===== config.mk =====
export PLATFORM = sky130hd
export DESIGN_NAME = fwcrr_queue
export DESIGN_NICKNAME = d
export VERILOG_FILES = /design/src/fwcrr_queue.sv
export SDC_FILE = /design/constraint.sdc
export NUM_CORES = 1
export LEC_CHECK = 0
export BUFFER_PORTS_ARGS = -buffer_cell sky130_fd_sc_hd__clkbuf_2
export CORE_MARGIN = 3
export CORE_UTILIZATION = 51
export CTS_CLUSTER_DIAMETER = 80
export DETAILED_ROUTE_END_ITERATION = 8
export PLACE_DENSITY = 0.75
export SLEW_MARGIN = 20
export SYNTH_ARGS = -nofsm -noshare
export SYNTH_HDL_FRONTEND = slang
export SYNTH_SLANG_ARGS = --single-unit

===== constraint.sdc =====
create_clock -name i_clk -period 2.4 [get_ports i_clk]
set_clock_uncertainty 0.1 [all_clocks]
set_input_delay 0.24 -clock i_clk [delete_from_list [all_inputs] [get_ports i_clk]]
set_output_delay 0.24 -clock i_clk [all_outputs]
set_load 0.02 [all_outputs]

===== src/fwcrr_queue.sv =====
// ----------------------------------------------------------------------------
// fwcrr_queue
// Short request queue between the front and the back.
// ----------------------------------------------------------------------------
module fwcrr_queue #(
    parameter int W     = 64,
    parameter int DEPTH = 4
) (
    input  logic         i_clk,
    input  logic         i_rst_n,
    input  logic         i_push,
    input  logic [W-1:0] i_data,
    output logic         o_full,
    input  logic         i_pop,
    output logic [W-1:0] o_data,
    output logic         o_empty
);
    localparam int PTR_W = $clog2(DEPTH);
    localparam int CNT_W = $clog2(DEPTH + 1);

    logic [W-1:0]     r_mem [DEPTH];
    logic [PTR_W-1:0] r_wr, r_rd;
    logic [CNT_W-1:0] r_cnt;

    assign o_full  = (r_cnt == CNT_W'(DEPTH));
    assign o_empty = (r_cnt == '0);
    assign o_data  = r_mem[r_rd];

    always_ff @(posedge i_clk) begin
        if (!i_rst_n) begin
            r_wr  <= '0;
            r_rd  <= '0;
            r_cnt <= '0;
        end else begin
            if (i_push) begin
                r_wr <= (r_wr == PTR_W'(DEPTH - 1)) ? '0 : r_wr + 1'b1;
            end
            if (i_pop) begin
                r_rd <= (r_rd == PTR_W'(DEPTH - 1)) ? '0 : r_rd + 1'b1;
            end
            if (i_push && !i_pop) begin
                r_cnt <= r_cnt + 1'b1;
            end else if (i_pop && !i_push) begin
                r_cnt <= r_cnt - 1'b1;
            end
        end
    end

    always_ff @(posedge i_clk) begin
        if (i_push) begin
            r_mem[r_wr] <= i_data;
        end
    end

endmodule


==> flow_summary.ini <==
[outcome]
outcome = finished clean

[power]
p_leak_nw = 4.270
power_mw = 10.31
pwr_density_cell_mw_per_mm2 = 839.5
max-vdd-ir-drop_v = 0.0005442

[clock_tree]
clockBufferDepth = 3
root_buffer = clkbuf_16
cts_tree = yes
numCtsBuffers = 26
htreeDepth = 1
path_clk_slew_ns = 0.06
cts_setup_buffers = 0
clk_latency_ns = 0.50
cts.sinks = 265

[detailed_routing]
dr_total_vias = 4681
met1Wirelength_mm = 7.283
ant_nets = 0
wl_met2_mm = 9.100
routed_wl_mm = 17.98
top_layer_used = met4
met3_length_mm = 1.292
vias_per_cell = 5.488
wl_per_cell_um = 21.07
drtPass1Iterations = 4
drc = 0
drt_iter0_markers = 219

[global_routing]
grt-ovfl-total = 0
grt_pass1_wl_mm = 28.11
grt_pass1_vias = 5186
grt_usage = 0.1774
grt_max_degree = 65
antenna_found_initial = 1

[placed_design]
dpl_worst_slack_ns = 0.4624
hpwl_mm = 10.82
place_congestion = 0.7396
io_buffers = 133

[timing]
setup_viol = 0
holdWs_ns = 0.06852
fin_crit_sh = 0.9603
rsz0062_at_grt = true
maxSlewHeadroom = 0.6657
drv_slew = 0
finalCriticalPeriod_ns = 2.305
max_freq_mhz = 433.9
max_slew.worst_pin.slew_ns = 0.5014
worst_slack_ns = 0.09519
hold_violations = 0

[synth]
synthFlopType = edfxtp_1
async_flop_share = 0
synthTopCellsByCount = edfxtp_1 (256), mux4_2 (60), dfxtp_1 (9)
synth_seq_area_share = 0.8054
synth_top_area_frac = 0.7870
yosysMostFrequentCell = edfxtp_1
synth_nets = 453
synth_cells = 378
netlist_top_cells_area = edfxtp_1 (79%), mux4_2 (14%), dfxtp_1 (1.8%)
synth_edf_count = 256
synth_top_area_cell = edfxtp_1
synth_seq_cells = 265
synth_area_mm2 = 0.009768
ys_types = 23
avgSynthCellArea_um2 = 25.84
yosys_warnings = 0

[finish]
diodes = 0
fill_cells = 1165
final_util = 0.6678
num-nets-final = 682
layout-drive-gt1-share = 0.4038
syn2layout_area_growth_pct = 25.73

[setup_path]
critPathKind = register to primary output
required_ns = 2.06
cp_max_fo = 18
cp-end-kind = primary output
worst_setup_path_start_kind = register
rr_startpoint = r_wr[0]
cp.arrival_ns = 1.96

[die]
die-area_mm2 = 0.02085
die_w_um = 144.4
fp-row-count = 49
chipHeight_um = 144.4
start_util = 0.5311
ios = 134
core_area_mm2 = 0.01839

[run]
drv_cap = 0

[hold_path]
hp-start = i_push
hold_path.class = input port to register
[what timing repair did]
| action | in CTS | in global routing |
|---|---|---|
| setup endpoints to repair | 0 | 7 |
| hold endpoints to repair | 265 | 0 |
| hold buffers | 66 | 0 |
| gates resized for setup | 0 | 5 |
[registers in the layout, summed over array words and instances, names as in the netlist, named ones only]
register,cells
r_cnt,3
r_mem,256
r_rd,2
r_wr,2
[area by class of cell]
type	count	area [um^2]	share of cell area
inverters	4	15.01	0.001222
repair buffers	215	1556	0.1267
clock buffers	29	661.9	0.05389
multi-input cells	95	1725	0.1405
clock inverters	16	161.4	0.01314
flip-flops and latches	265	7875	0.6412
well taps	229	286.5	0.02333
[per-stage QoR]
step / TNS [ns] / cell area (um^2) / instances
after CTS: 0 / 12280 / 853
after global routing: -0.001920 / 12280 / 853
after floorplan: 0 / 9773 / 378
after global placement: 0 / 10790 / 742
final: 0 / 12280 / 853
after detailed placement: 0 / 10790 / 742
[final timing paths]
path	to	slack [ns]	cells after the start
max	o_data[36]	0.1	3
min	r_wr[1]	0.07	3
max reg2reg	r_mem[2][0]	0.60	4
min reg2reg	r_cnt[2]	0.44	2
[critical path, stage by stage (launching register included)]
cell      delay [ns]
dfxtp_4         0.46
buf_12          0.23
mux4_2          0.55
clkbuf_2        0.18
[power breakdown]
part | switching, mW | leakage [nW] | internal (mW)
sequential | 0.0785 | 2.43 | 5.30
clock | 1.56 | 0.402 | 2.30
combinational | 0.593 | 1.44 | 0.489
[metal layers]
| layer | global-route usage | vias up |
|---|---|---|
| li1 | - | 2076 |
| met1 | 0.2389 | 2402 |
| met2 | 0.3026 | 182 |
| met3 | 0.03737 | 21 |
| met4 | 0.04173 | 0 |
| met5 | 0 | - |
[logic make-up after synthesis]
| group | count (synthesis) | synth area share |
|---|---|---|
| adders and majority gates | 7 | 0.009735 |
| xor gates and xnor gates | 2 | 0.001794 |
| and+or+nand+nor | 15 | 0.009223 |
| AOI/OAI and AO/OA | 3 | 0.002050 |
| muxes | 68 | 0.1532 |
| DFF | 265 | 0.8054 |
| buffers and inverters | 18 | 0.01857 |
[cells in the final DEF, fill, tap and decap left out]
cell type and instances:
clkbuf_2 132, bufinv_16 3, dfxtp_4 2, clkbuf_16 26, or3_1 1, clkbuf_1 3, clkinv_1 6, fa_1 1
ha_1 6, and2_4 4, buf_4 7, clkinvlp_4 1, a21boi_0 1, xor2_1 1, dfxtp_1 7, dlygate4sd3_1 66
nor3_1 2, nor3b_1 1, and2_1 1, clkinv_2 5, edfxtp_1 256, buf_6 2, o21ai_0 1, clkinv_8 1
inv_1 4, o21a_1 1, nor2b_1 5, nor2_1 1, mux2i_1 4, mux4_1 3, xnor2_1 1, mux4_2 61
buf_12 8
Note: power is estimated with default switching activity, not from simulation.
