File: src/fwcrr_pkg.sv
// ----------------------------------------------------------------------------
// fwcrr_pkg
// Shared types and constants of the frame crop, roll and resize engine.
// ----------------------------------------------------------------------------
package fwcrr_pkg;

    localparam int CFG_W      = 7;
    localparam int OFF_W      = 6;
    localparam int MODE_W     = 2;
    localparam int POS_W      = 6;
    localparam int COORD_W    = 7;
    localparam int IDX_W      = 14;
    localparam int DIV_N      = 14;
    localparam int DIV_D      = 7;
    localparam int DIV_CNT_W  = 4;
    localparam int PIX_PORT_W = 32;
    localparam int PADDR_W    = 5;
    localparam int PDATA_W    = 32;
    localparam int REG_IDX_W  = 3;

    localparam logic [REG_IDX_W-1:0] REG_MODE       = 3'd0;
    localparam logic [REG_IDX_W-1:0] REG_SRC_WIDTH  = 3'd1;
    localparam logic [REG_IDX_W-1:0] REG_SRC_HEIGHT = 3'd2;
    localparam logic [REG_IDX_W-1:0] REG_OUT_WIDTH  = 3'd3;
    localparam logic [REG_IDX_W-1:0] REG_OUT_HEIGHT = 3'd4;
    localparam logic [REG_IDX_W-1:0] REG_OFFSET_X   = 3'd5;
    localparam logic [REG_IDX_W-1:0] REG_OFFSET_Y   = 3'd6;

    localparam logic [MODE_W-1:0] MODE_RESIZE = 2'd0;
    localparam logic [MODE_W-1:0] MODE_ROLL   = 2'd1;
    localparam logic [MODE_W-1:0] MODE_CROP   = 2'd2;
    localparam int                MODE_CROP_BIT = 1;

    localparam logic OP_LOAD  = 1'b0;
    localparam logic OP_FETCH = 1'b1;

    localparam logic [MODE_W-1:0] RST_MODE   = MODE_RESIZE;
    localparam logic [CFG_W-1:0]  RST_SIZE   = 7'd64;
    localparam logic [OFF_W-1:0]  RST_OFFSET = 6'd0;

    typedef enum logic [1:0] {
        STAT_PIXEL      = 2'd0,
        STAT_LOADED     = 2'd1,
        STAT_INCOMPLETE = 2'd2,
        STAT_INVALID    = 2'd3
    } t_status;

    typedef enum logic [1:0] {
        K_WRITE = 2'd0,
        K_READ  = 2'd1,
        K_FLAG  = 2'd2
    } t_kind;

    typedef struct packed {
        t_kind              kind;
        logic [POS_W-1:0]   x;
        logic [POS_W-1:0]   y;
        logic               last;
        t_status            status;
    } t_meta;

    localparam int META_W = $bits(t_meta);

    typedef struct packed {
        logic [MODE_W-1:0] mode;
        logic [CFG_W-1:0]  src_width;
        logic [CFG_W-1:0]  src_height;
        logic [CFG_W-1:0]  out_width;
        logic [CFG_W-1:0]  out_height;
        logic [OFF_W-1:0]  offset_x;
        logic [OFF_W-1:0]  offset_y;
    } t_cfg;

    typedef enum logic [2:0] {
        FS_IDLE = 3'd0,
        FS_XS   = 3'd1,
        FS_XW   = 3'd2,
        FS_YS   = 3'd3,
        FS_YW   = 3'd4,
        FS_PUSH = 3'd5
    } t_fstate;

endpackage

File: src/fwcrr_div.sv
// ----------------------------------------------------------------------------
// fwcrr_div
// Restoring divider, one quotient bit per cycle, quotient and remainder.
// ----------------------------------------------------------------------------
module fwcrr_div (
    input  logic                        i_clk,
    input  logic                        i_rst_n,
    input  logic                        i_start,
    input  logic [fwcrr_pkg::DIV_N-1:0] i_dividend,
    input  logic [fwcrr_pkg::DIV_D-1:0] i_divisor,
    output logic                        o_done,
    output logic [fwcrr_pkg::DIV_N-1:0] o_quotient,
    output logic [fwcrr_pkg::DIV_D-1:0] o_remainder
);
    import fwcrr_pkg::*;

    logic                 r_busy;
    logic                 r_done;
    logic [DIV_CNT_W-1:0] r_cnt;
    logic [DIV_N-1:0]     r_quo;
    logic [DIV_D-1:0]     r_rem;
    logic [DIV_D-1:0]     r_div;
    logic [DIV_D:0]       trial;
    logic [DIV_D:0]       diff;
    logic                 ge;

    assign trial = {r_rem, r_quo[DIV_N-1]};
    assign ge    = trial >= {1'b0, r_div};
    assign diff  = trial - {1'b0, r_div};

    always_ff @(posedge i_clk) begin
        if (!i_rst_n) begin
            r_busy <= 1'b0;
            r_done <= 1'b0;
            r_cnt  <= '0;
        end else begin
            r_done <= 1'b0;
            if (i_start) begin
                r_busy <= 1'b1;
                r_cnt  <= DIV_CNT_W'(DIV_N - 1);
            end else if (r_busy) begin
                if (r_cnt == '0) begin
                    r_busy <= 1'b0;
                    r_done <= 1'b1;
                end else begin
                    r_cnt <= r_cnt - 1'b1;
                end
            end
        end
    end

    always_ff @(posedge i_clk) begin
        if (i_start) begin
            r_quo <= i_dividend;
            r_rem <= '0;
            r_div <= i_divisor;
        end else if (r_busy) begin
            r_rem <= ge ? diff[DIV_D-1:0] : trial[DIV_D-1:0];
            r_quo <= {r_quo[DIV_N-2:0], ge};
        end
    end

    assign o_done      = r_done;
    assign o_quotient  = r_quo;
    assign o_remainder = r_rem;

endmodule

File: src/fwcrr_front.sv
// ----------------------------------------------------------------------------
// fwcrr_front
// Accepts loads and fetches, keeps the frame and position counters and
// works out the store address of each request.
// ----------------------------------------------------------------------------
module fwcrr_front #(
    parameter int MAX_WIDTH  = 64,
    parameter int MAX_HEIGHT = 64,
    parameter int ADDR_W     = 12,
    parameter int PIXEL_BITS = 32
) (
    input  logic                             i_clk,
    input  logic                             i_rst_n,
    input  fwcrr_pkg::t_cfg                  i_cfg,
    input  logic                             i_in_valid,
    output logic                             o_in_stall,
    input  logic                             i_operation,
    input  logic [fwcrr_pkg::PIX_PORT_W-1:0] i_pixel_in,
    output logic                             o_push,
    output fwcrr_pkg::t_meta                 o_meta,
    output logic [ADDR_W-1:0]                o_addr,
    output logic [PIXEL_BITS-1:0]            o_pix,
    input  logic                             i_full
);
    import fwcrr_pkg::*;

    function automatic logic [CFG_W-1:0] clamp_src(input logic [CFG_W-1:0] v, input int mx);
        if (v == '0) begin
            return CFG_W'(1);
        end else if (int'(v) > mx) begin
            return CFG_W'(mx);
        end
        return v;
    endfunction

    function automatic logic [CFG_W-1:0] clamp_out(input logic [CFG_W-1:0] v, input int mx);
        if (int'(v) > mx) begin
            return CFG_W'(mx);
        end
        return v;
    endfunction

    t_fstate              r_state, n_state;
    logic [IDX_W-1:0]     r_count, n_count;
    logic                 r_ready, n_ready;
    logic [COORD_W-1:0]   r_col, n_col;
    logic [COORD_W-1:0]   r_row, n_row;
    logic [COORD_W-1:0]   r_cx, n_cx;
    logic [COORD_W-1:0]   r_cy, n_cy;
    logic                 r_last, n_last;
    logic [COORD_W-1:0]   r_sx, n_sx;
    logic [COORD_W-1:0]   r_sy, n_sy;

    logic [CFG_W-1:0]     sw, sh, ow_c, oh_c, ow, oh;
    logic                 is_crop, is_roll, fetch_bad, wrap, last;
    logic [IDX_W-1:0]     size, load_base, load_next, rd_idx;
    logic [IDX_W+ADDR_W-1:0] load_wide, rd_wide;
    logic [COORD_W-1:0]   cx, cy, crop_sx, crop_sy;
    logic                 accept;

    logic                 div_start, div_done;
    logic [DIV_N-1:0]     div_dividend, div_quo;
    logic [DIV_D-1:0]     div_divisor, div_rem;

    assign sw      = clamp_src(i_cfg.src_width, MAX_WIDTH);
    assign sh      = clamp_src(i_cfg.src_height, MAX_HEIGHT);
    assign ow_c    = clamp_out(i_cfg.out_width, MAX_WIDTH);
    assign oh_c    = clamp_out(i_cfg.out_height, MAX_HEIGHT);
    assign is_crop = i_cfg.mode[MODE_CROP_BIT];
    assign is_roll = (i_cfg.mode == MODE_ROLL);
    assign ow      = is_roll ? sw : ow_c;
    assign oh      = is_roll ? sh : oh_c;

    assign fetch_bad = is_crop
        ? (ow == '0 || oh == '0
           || ({2'b0, i_cfg.offset_x} + {1'b0, ow}) > {1'b0, sw}
           || ({2'b0, i_cfg.offset_y} + {1'b0, oh}) > {1'b0, sh})
        : (!is_roll && (ow == '0 || oh == '0));

    assign size      = IDX_W'(sw) * IDX_W'(sh);
    assign load_base = (r_ready || r_count >= size) ? '0 : r_count;
    assign load_next = load_base + 1'b1;
    assign load_wide = {{ADDR_W{1'b0}}, load_base};

    assign wrap    = (r_col >= ow) || (r_row >= oh);
    assign cx      = wrap ? '0 : r_col;
    assign cy      = wrap ? '0 : r_row;
    assign last    = ({1'b0, cx} + 1'b1 == {1'b0, ow}) && ({1'b0, cy} + 1'b1 == {1'b0, oh});
    assign crop_sx = COORD_W'({1'b0, cx} + {2'b0, i_cfg.offset_x});
    assign crop_sy = COORD_W'({1'b0, cy} + {2'b0, i_cfg.offset_y});

    assign rd_idx  = IDX_W'(r_sy) * IDX_W'(sw) + IDX_W'(r_sx);
    assign rd_wide = {{ADDR_W{1'b0}}, rd_idx};

    assign accept = i_in_valid && !o_in_stall;

    fwcrr_div u_div (
        .i_clk       (i_clk),
        .i_rst_n     (i_rst_n),
        .i_start     (div_start),
        .i_dividend  (div_dividend),
        .i_divisor   (div_divisor),
        .o_done      (div_done),
        .o_quotient  (div_quo),
        .o_remainder (div_rem)
    );

    always_ff @(posedge i_clk) begin
        if (!i_rst_n) begin
            r_state <= FS_IDLE;
            r_count <= '0;
            r_ready <= 1'b0;
            r_col   <= '0;
            r_row   <= '0;
        end else begin
            r_state <= n_state;
            r_count <= n_count;
            r_ready <= n_ready;
            r_col   <= n_col;
            r_row   <= n_row;
        end
    end

    always_ff @(posedge i_clk) begin
        r_cx   <= n_cx;
        r_cy   <= n_cy;
        r_last <= n_last;
        r_sx   <= n_sx;
        r_sy   <= n_sy;
    end

    always_comb begin
        n_state      = r_state;
        n_count      = r_count;
        n_ready      = r_ready;
        n_col        = r_col;
        n_row        = r_row;
        n_cx         = r_cx;
        n_cy         = r_cy;
        n_last       = r_last;
        n_sx         = r_sx;
        n_sy         = r_sy;
        o_in_stall   = 1'b1;
        o_push       = 1'b0;
        o_meta       = '{kind: K_FLAG, x: '0, y: '0, last: 1'b0, status: STAT_PIXEL};
        o_addr       = load_wide[ADDR_W-1:0];
        o_pix        = i_pixel_in[PIXEL_BITS-1:0];
        div_start    = 1'b0;
        div_dividend = '0;
        div_divisor  = '0;

        case (r_state)
            FS_IDLE: begin
                o_in_stall = i_full;
                if (accept) begin
                    if (i_operation == OP_LOAD) begin
                        o_push      = 1'b1;
                        o_meta.kind   = K_WRITE;
                        o_meta.status = STAT_LOADED;
                        n_ready = (load_next >= size);
                        n_count = (load_next >= size) ? '0 : load_next;
                        n_col   = '0;
                        n_row   = '0;
                    end else if (!r_ready) begin
                        o_push        = 1'b1;
                        o_meta.status = STAT_INCOMPLETE;
                    end else if (fetch_bad) begin
                        o_push        = 1'b1;
                        o_meta.status = STAT_INVALID;
                    end else begin
                        n_cx   = cx;
                        n_cy   = cy;
                        n_last = last;
                        if (last) begin
                            n_col = '0;
                            n_row = '0;
                        end else if ({1'b0, cx} + 1'b1 >= {1'b0, ow}) begin
                            n_col = '0;
                            n_row = cy + 1'b1;
                        end else begin
                            n_col = cx + 1'b1;
                            n_row = cy;
                        end
                        if (is_crop) begin
                            n_sx    = crop_sx;
                            n_sy    = crop_sy;
                            n_state = FS_PUSH;
                        end else begin
                            n_state = FS_XS;
                        end
                    end
                end
            end
            FS_XS: begin
                div_start = 1'b1;
                if (is_roll) begin
                    div_dividend = DIV_N'(r_cx) + DIV_N'(i_cfg.offset_x);
                    div_divisor  = sw;
                end else begin
                    div_dividend = DIV_N'(r_cx) * DIV_N'(sw);
                    div_divisor  = ow;
                end
                n_state = FS_XW;
            end
            FS_XW: begin
                if (div_done) begin
                    n_sx    = is_roll ? div_rem : div_quo[COORD_W-1:0];
                    n_state = FS_YS;
                end
            end
            FS_YS: begin
                div_start = 1'b1;
                if (is_roll) begin
                    div_dividend = DIV_N'(r_cy) + DIV_N'(i_cfg.offset_y);
                    div_divisor  = sh;
                end else begin
                    div_dividend = DIV_N'(r_cy) * DIV_N'(sh);
                    div_divisor  = oh;
                end
                n_state = FS_YW;
            end
            FS_YW: begin
                if (div_done) begin
                    n_sy    = is_roll ? div_rem : div_quo[COORD_W-1:0];
                    n_state = FS_PUSH;
                end
            end
            FS_PUSH: begin
                o_addr = rd_wide[ADDR_W-1:0];
                if (!i_full) begin
                    o_push = 1'b1;
                    o_meta = '{kind: K_READ, x: r_cx[POS_W-1:0], y: r_cy[POS_W-1:0],
                               last: r_last, status: STAT_PIXEL};
                    n_state = FS_IDLE;
                end
            end
            default: begin
                n_state = FS_IDLE;
            end
        endcase
    end

endmodule

File: config.mk
export PLATFORM = sky130hd
export DESIGN_NAME = fwcrr_front
export DESIGN_NICKNAME = d
export VERILOG_FILES = /design/src/fwcrr_pkg.sv /design/src/fwcrr_div.sv /design/src/fwcrr_front.sv
export SDC_FILE = /design/constraint.sdc
export NUM_CORES = 1
export LEC_CHECK = 0
export BUFFER_PORTS_ARGS = -buffer_cell sky130_fd_sc_hd__buf_2
export CAP_MARGIN = 20
export CORE_MARGIN = 2
export CORE_UTILIZATION = 30
export CTS_BUF_LIST = sky130_fd_sc_hd__clkbuf_2 sky130_fd_sc_hd__clkbuf_4 sky130_fd_sc_hd__clkbuf_8
export DETAILED_ROUTE_END_ITERATION = 10
export GPL_TIMING_DRIVEN = 0
export MAX_ROUTING_LAYER = met4
export PLACE_DENSITY = 0.52
export SYNTH_ARGS = -nofsm -noshare
export SYNTH_HDL_FRONTEND = slang
export SYNTH_SLANG_ARGS = --single-unit
File: constraint.sdc
create_clock -name i_clk -period 11.6 [get_ports i_clk]
set_input_delay 2.32 -clock i_clk [delete_from_list [all_inputs] [get_ports i_clk]]
set_output_delay 2.32 -clock i_clk [all_outputs]
set_load 0.005 [all_outputs]
==> impl_metrics.json <==
{
  "power_density_nw_per_um2": 71.0,
  "yosys_warnings": 0,
  "wire_per_inst_um": 18.1,
  "drt_iter0_markers": 695,
  "syn_area_per_cell_um2": 8.48,
  "synth_seq_cells": 95,
  "cts_tree": "done",
  "fin_nets": 2347,
  "seqCellArea_um2": 2400,
  "fin_cells": 2607,
  "swShare_pct": 41.0,
  "routed_wl_mm": 47.1,
  "yosys-top-cells-area": "ha_1 19%, fa_1 14%, edfxtp_1 9.8%, dfxtp_1 5.9%, inv_1 5.3%",
  "area_growth_pct": 12.2,
  "vias_per_cell": 4.98,
  "fin_util_pct": 34.1,
  "vias": 12985,
  "start_kind": "input port",
  "synth.area.mux_share_pct": 2.42,
  "cp_slowest_cell": "fa_1",
  "die_y_um": 230,
  "cellLeakagePower_nw": 8.19,
  "synth-xor-area-share_pct": 5.90,
  "cts_buffer_depth": 2,
  "fin_hold_ws_ps": 530,
  "port_buffers": 109,
  "design.die.area_um2": 52800,
  "dp_hpwl_mm": 39.3,
  "drive_gt1_share_pct": 14.3,
  "p_total_mw": 1.22,
  "start_util_pct": 30.4,
  "core_um2": 50300,
  "syn-num-nets": 2221,
  "critical-path-max-stage-delay_ps": 550,
  "fin_skew_ps": 23.3,
  "synthesis.area_um2": 15300,
  "slew_headroom_pct": 30.4,
  "pwr-share-seq_pct": 29.7,
  "synthAdderAreaFrac_pct": 33.2,
  "tns_ps": 0,
  "multi_input_area_um2": 11600,
  "drv_cap": 0,
  "setup_viol": 0,
  "postSynthCellCount": 1803,
  "rsz0062_at_grt": "no",
  "ant_nets": 0,
  "track_usage_pct": 18.5,
  "ys_seq_area_share_pct": 15.7,
  "crit_required_ps": 9280,
  "synth-edff-count": 50,
  "critPathKind": "in2out",
  "p_switching_uw": 498,
  "end_kind": "output port",
  "final_cell_mix": "228 x ha_1, 215 x inv_1, 161 x nand2_1",
  "grt_overflow_total": 0,
  "crit_fanout": 10,
  "yosysUniqueCellTypes": 90,
  "fillCellCount": 5316,
  "synth_compound_area_share_pct": 14.8,
  "layout_commonest_cell": "ha_1",
  "clk_root_buffer_cell": "clkbuf_8",
  "async_flop_share_pct": 0,
  "rows": 82,
  "status": "finished clean",
  "grt_max_degree": 25,
  "timing.fmax_mhz": 89.2,
  "worstPathArrival_ps": 8890,
  "gp_congestion": 0.903,
  "grt_pass1_vias": 13079,
  "cts.sinks": 95,
  "synth-simple-area-share_pct": 18.4,
  "io-pin-count": 142,
  "yosysTopAreaCell": "ha_1",
  "cts_htree_levels": 3,
  "min-delay-path-class": "reg2reg",
  "p_comb_share_pct": 49.6,
  "hold_violations": 0,
  "placed_cells": 2584,
  "worst_slew_pin_slew_ps": 1030,
  "internal_power_uw": 718,
  "clk_pin_slew_worst_paths_ps": 90,
  "clock_latency_ps": 450,
  "synth_top_family_by_area": "adder cells",
  "drt-pass1-iter-count": 5,
  "irDropWorstVdd_v": 0.0000615,
  "numCtsBuffers": 9,
  "min_period_over_period_pct": 96.6,
  "drcViolationCount": 0,
  "synth_ff_type": "edfxtp_1",
  "synth_top_area_share_pct": 18.8,
  "die_x_um": 230,
  "period_needed_ps": 11210,
  "drv_slew": 0,
  "p_clk_share_pct": 20.6,
  "grt_pass1_wl_mm": 73.6,
  "antenna_found_initial": 2
}
==> synth_stat cells (all sizes together) (5+ instances only) <==
master   count
a2111oi      6
a211oi      22
a21o        39
a21oi      103
a22oi        9
a31oi        7
a32oi        9
and2        85
and3        17
buf         55
clkbuf      40
clkinv       6
dfxtp       45
edfxtp      50
fa         109
ha         230
inv        223
mux2i       25
nand2      161
nand2b      22
nand3       35
nand4       10
nor2       134
nor2b       30
nor3        29
nor3b        5
nor4         6
o2111ai      7
o211ai      10
o21a        11
o21ai       73
o21bai      14
or3          6
xnor2       63
xor2        40
==> cells by family after synthesis <==
| logic type | after synthesis |
|---|---|
| AND/OR/NAND/NOR | 562 |
| flip-flops | 95 |
| XOR/XNOR | 103 |
| multiplexers | 32 |
| AO/OA/AOI/OAI | 346 |
| buffers and inverters | 324 |
| adder cells (fa/ha/maj) | 341 |
==> final timing paths <==
check	start	end	slack, ps	cells past startpoint
min reg2reg	u_div.o_remainder[6]	u_div.o_remainder[6]	530	2
min	u_div.o_remainder[6]	u_div.o_remainder[6]	530	2
max reg2reg	r_count[2]	r_count[0]	6050	26
max	i_cfg[39]	o_addr[2]	390	30
==> registers in the layout, summed over array words and instances (netlist names) <==
register	count
u_div.o_quotient	14
u_div.r_busy	1
r_cx	7
r_count	14
u_div.o_remainder	7
r_sx	7
r_ready	1
r_cy	7
r_last	1
r_col	7
u_div.o_done	1
u_div.r_cnt	4
r_sy	7
r_row	7
u_div.r_div	7
r_state	3
==> stage by stage <==
step	setup WS (ps)	cell area [um^2]
floorplan	171	15300
global placement	-1970	16700
detailed placement	-2100	16700
CTS	13.6	16900
global route	3.53	17100
finish	393	17100
==> area by class of cell <==
type	instances	share of cell area [%]
Timing Repair Buffer	117	3.52
Multi-Input combinational cell	1384	67.7
Tap cell	672	4.90
Buffer	93	3.55
Sequential cell	95	14.0
Antenna cell	1	0.0146
Clock inverter	6	0.430
Clock buffer	10	0.766
Inverter	229	5.09
==> metal layers <==
layer	track usage [%]	up-vias	part of all wire, %
met5	-	-	0
met1	24.2	6264	47
met4	6.07	0	3.0
li1	-	6350	-
met2	29.6	310	46
met3	2.21	61	4.1
==> power by group through the flow <==
stage | clock, mW | sequential [mW] | combinational [mW]
6_report | 0.251 | 0.362 | 0.604
5_1_grt | 0.269 | 0.363 | 0.685
4_1_cts | 0.257 | 0.362 | 0.599
3_5_place_dp | 0 | 0.369 | 0.590
3_3_place_gp | 0 | 0.369 | 0.582
2_1_floorplan | 0 | 0.367 | 0.431
==> worst max-delay path, delay by kind of cell <==
kind | cells | cell delay (ps)
buffers and inverters | 7 | 870
XOR/XNOR | 1 | 250
adder cells (fa/ha/maj) | 8 | 3430
AO/OA/AOI/OAI | 8 | 1170
AND/OR/NAND/NOR | 6 | 830
==> what timing repair did <==
item / in CTS / in global routing
endpoints found under the setup margin: 27 / 27
setup buffers: 1 / 6
hold buffers: 0 / 0
pin swaps: 2 / 7
gates resized for setup: 23 / 46
(Power assumes the default switching activity.)
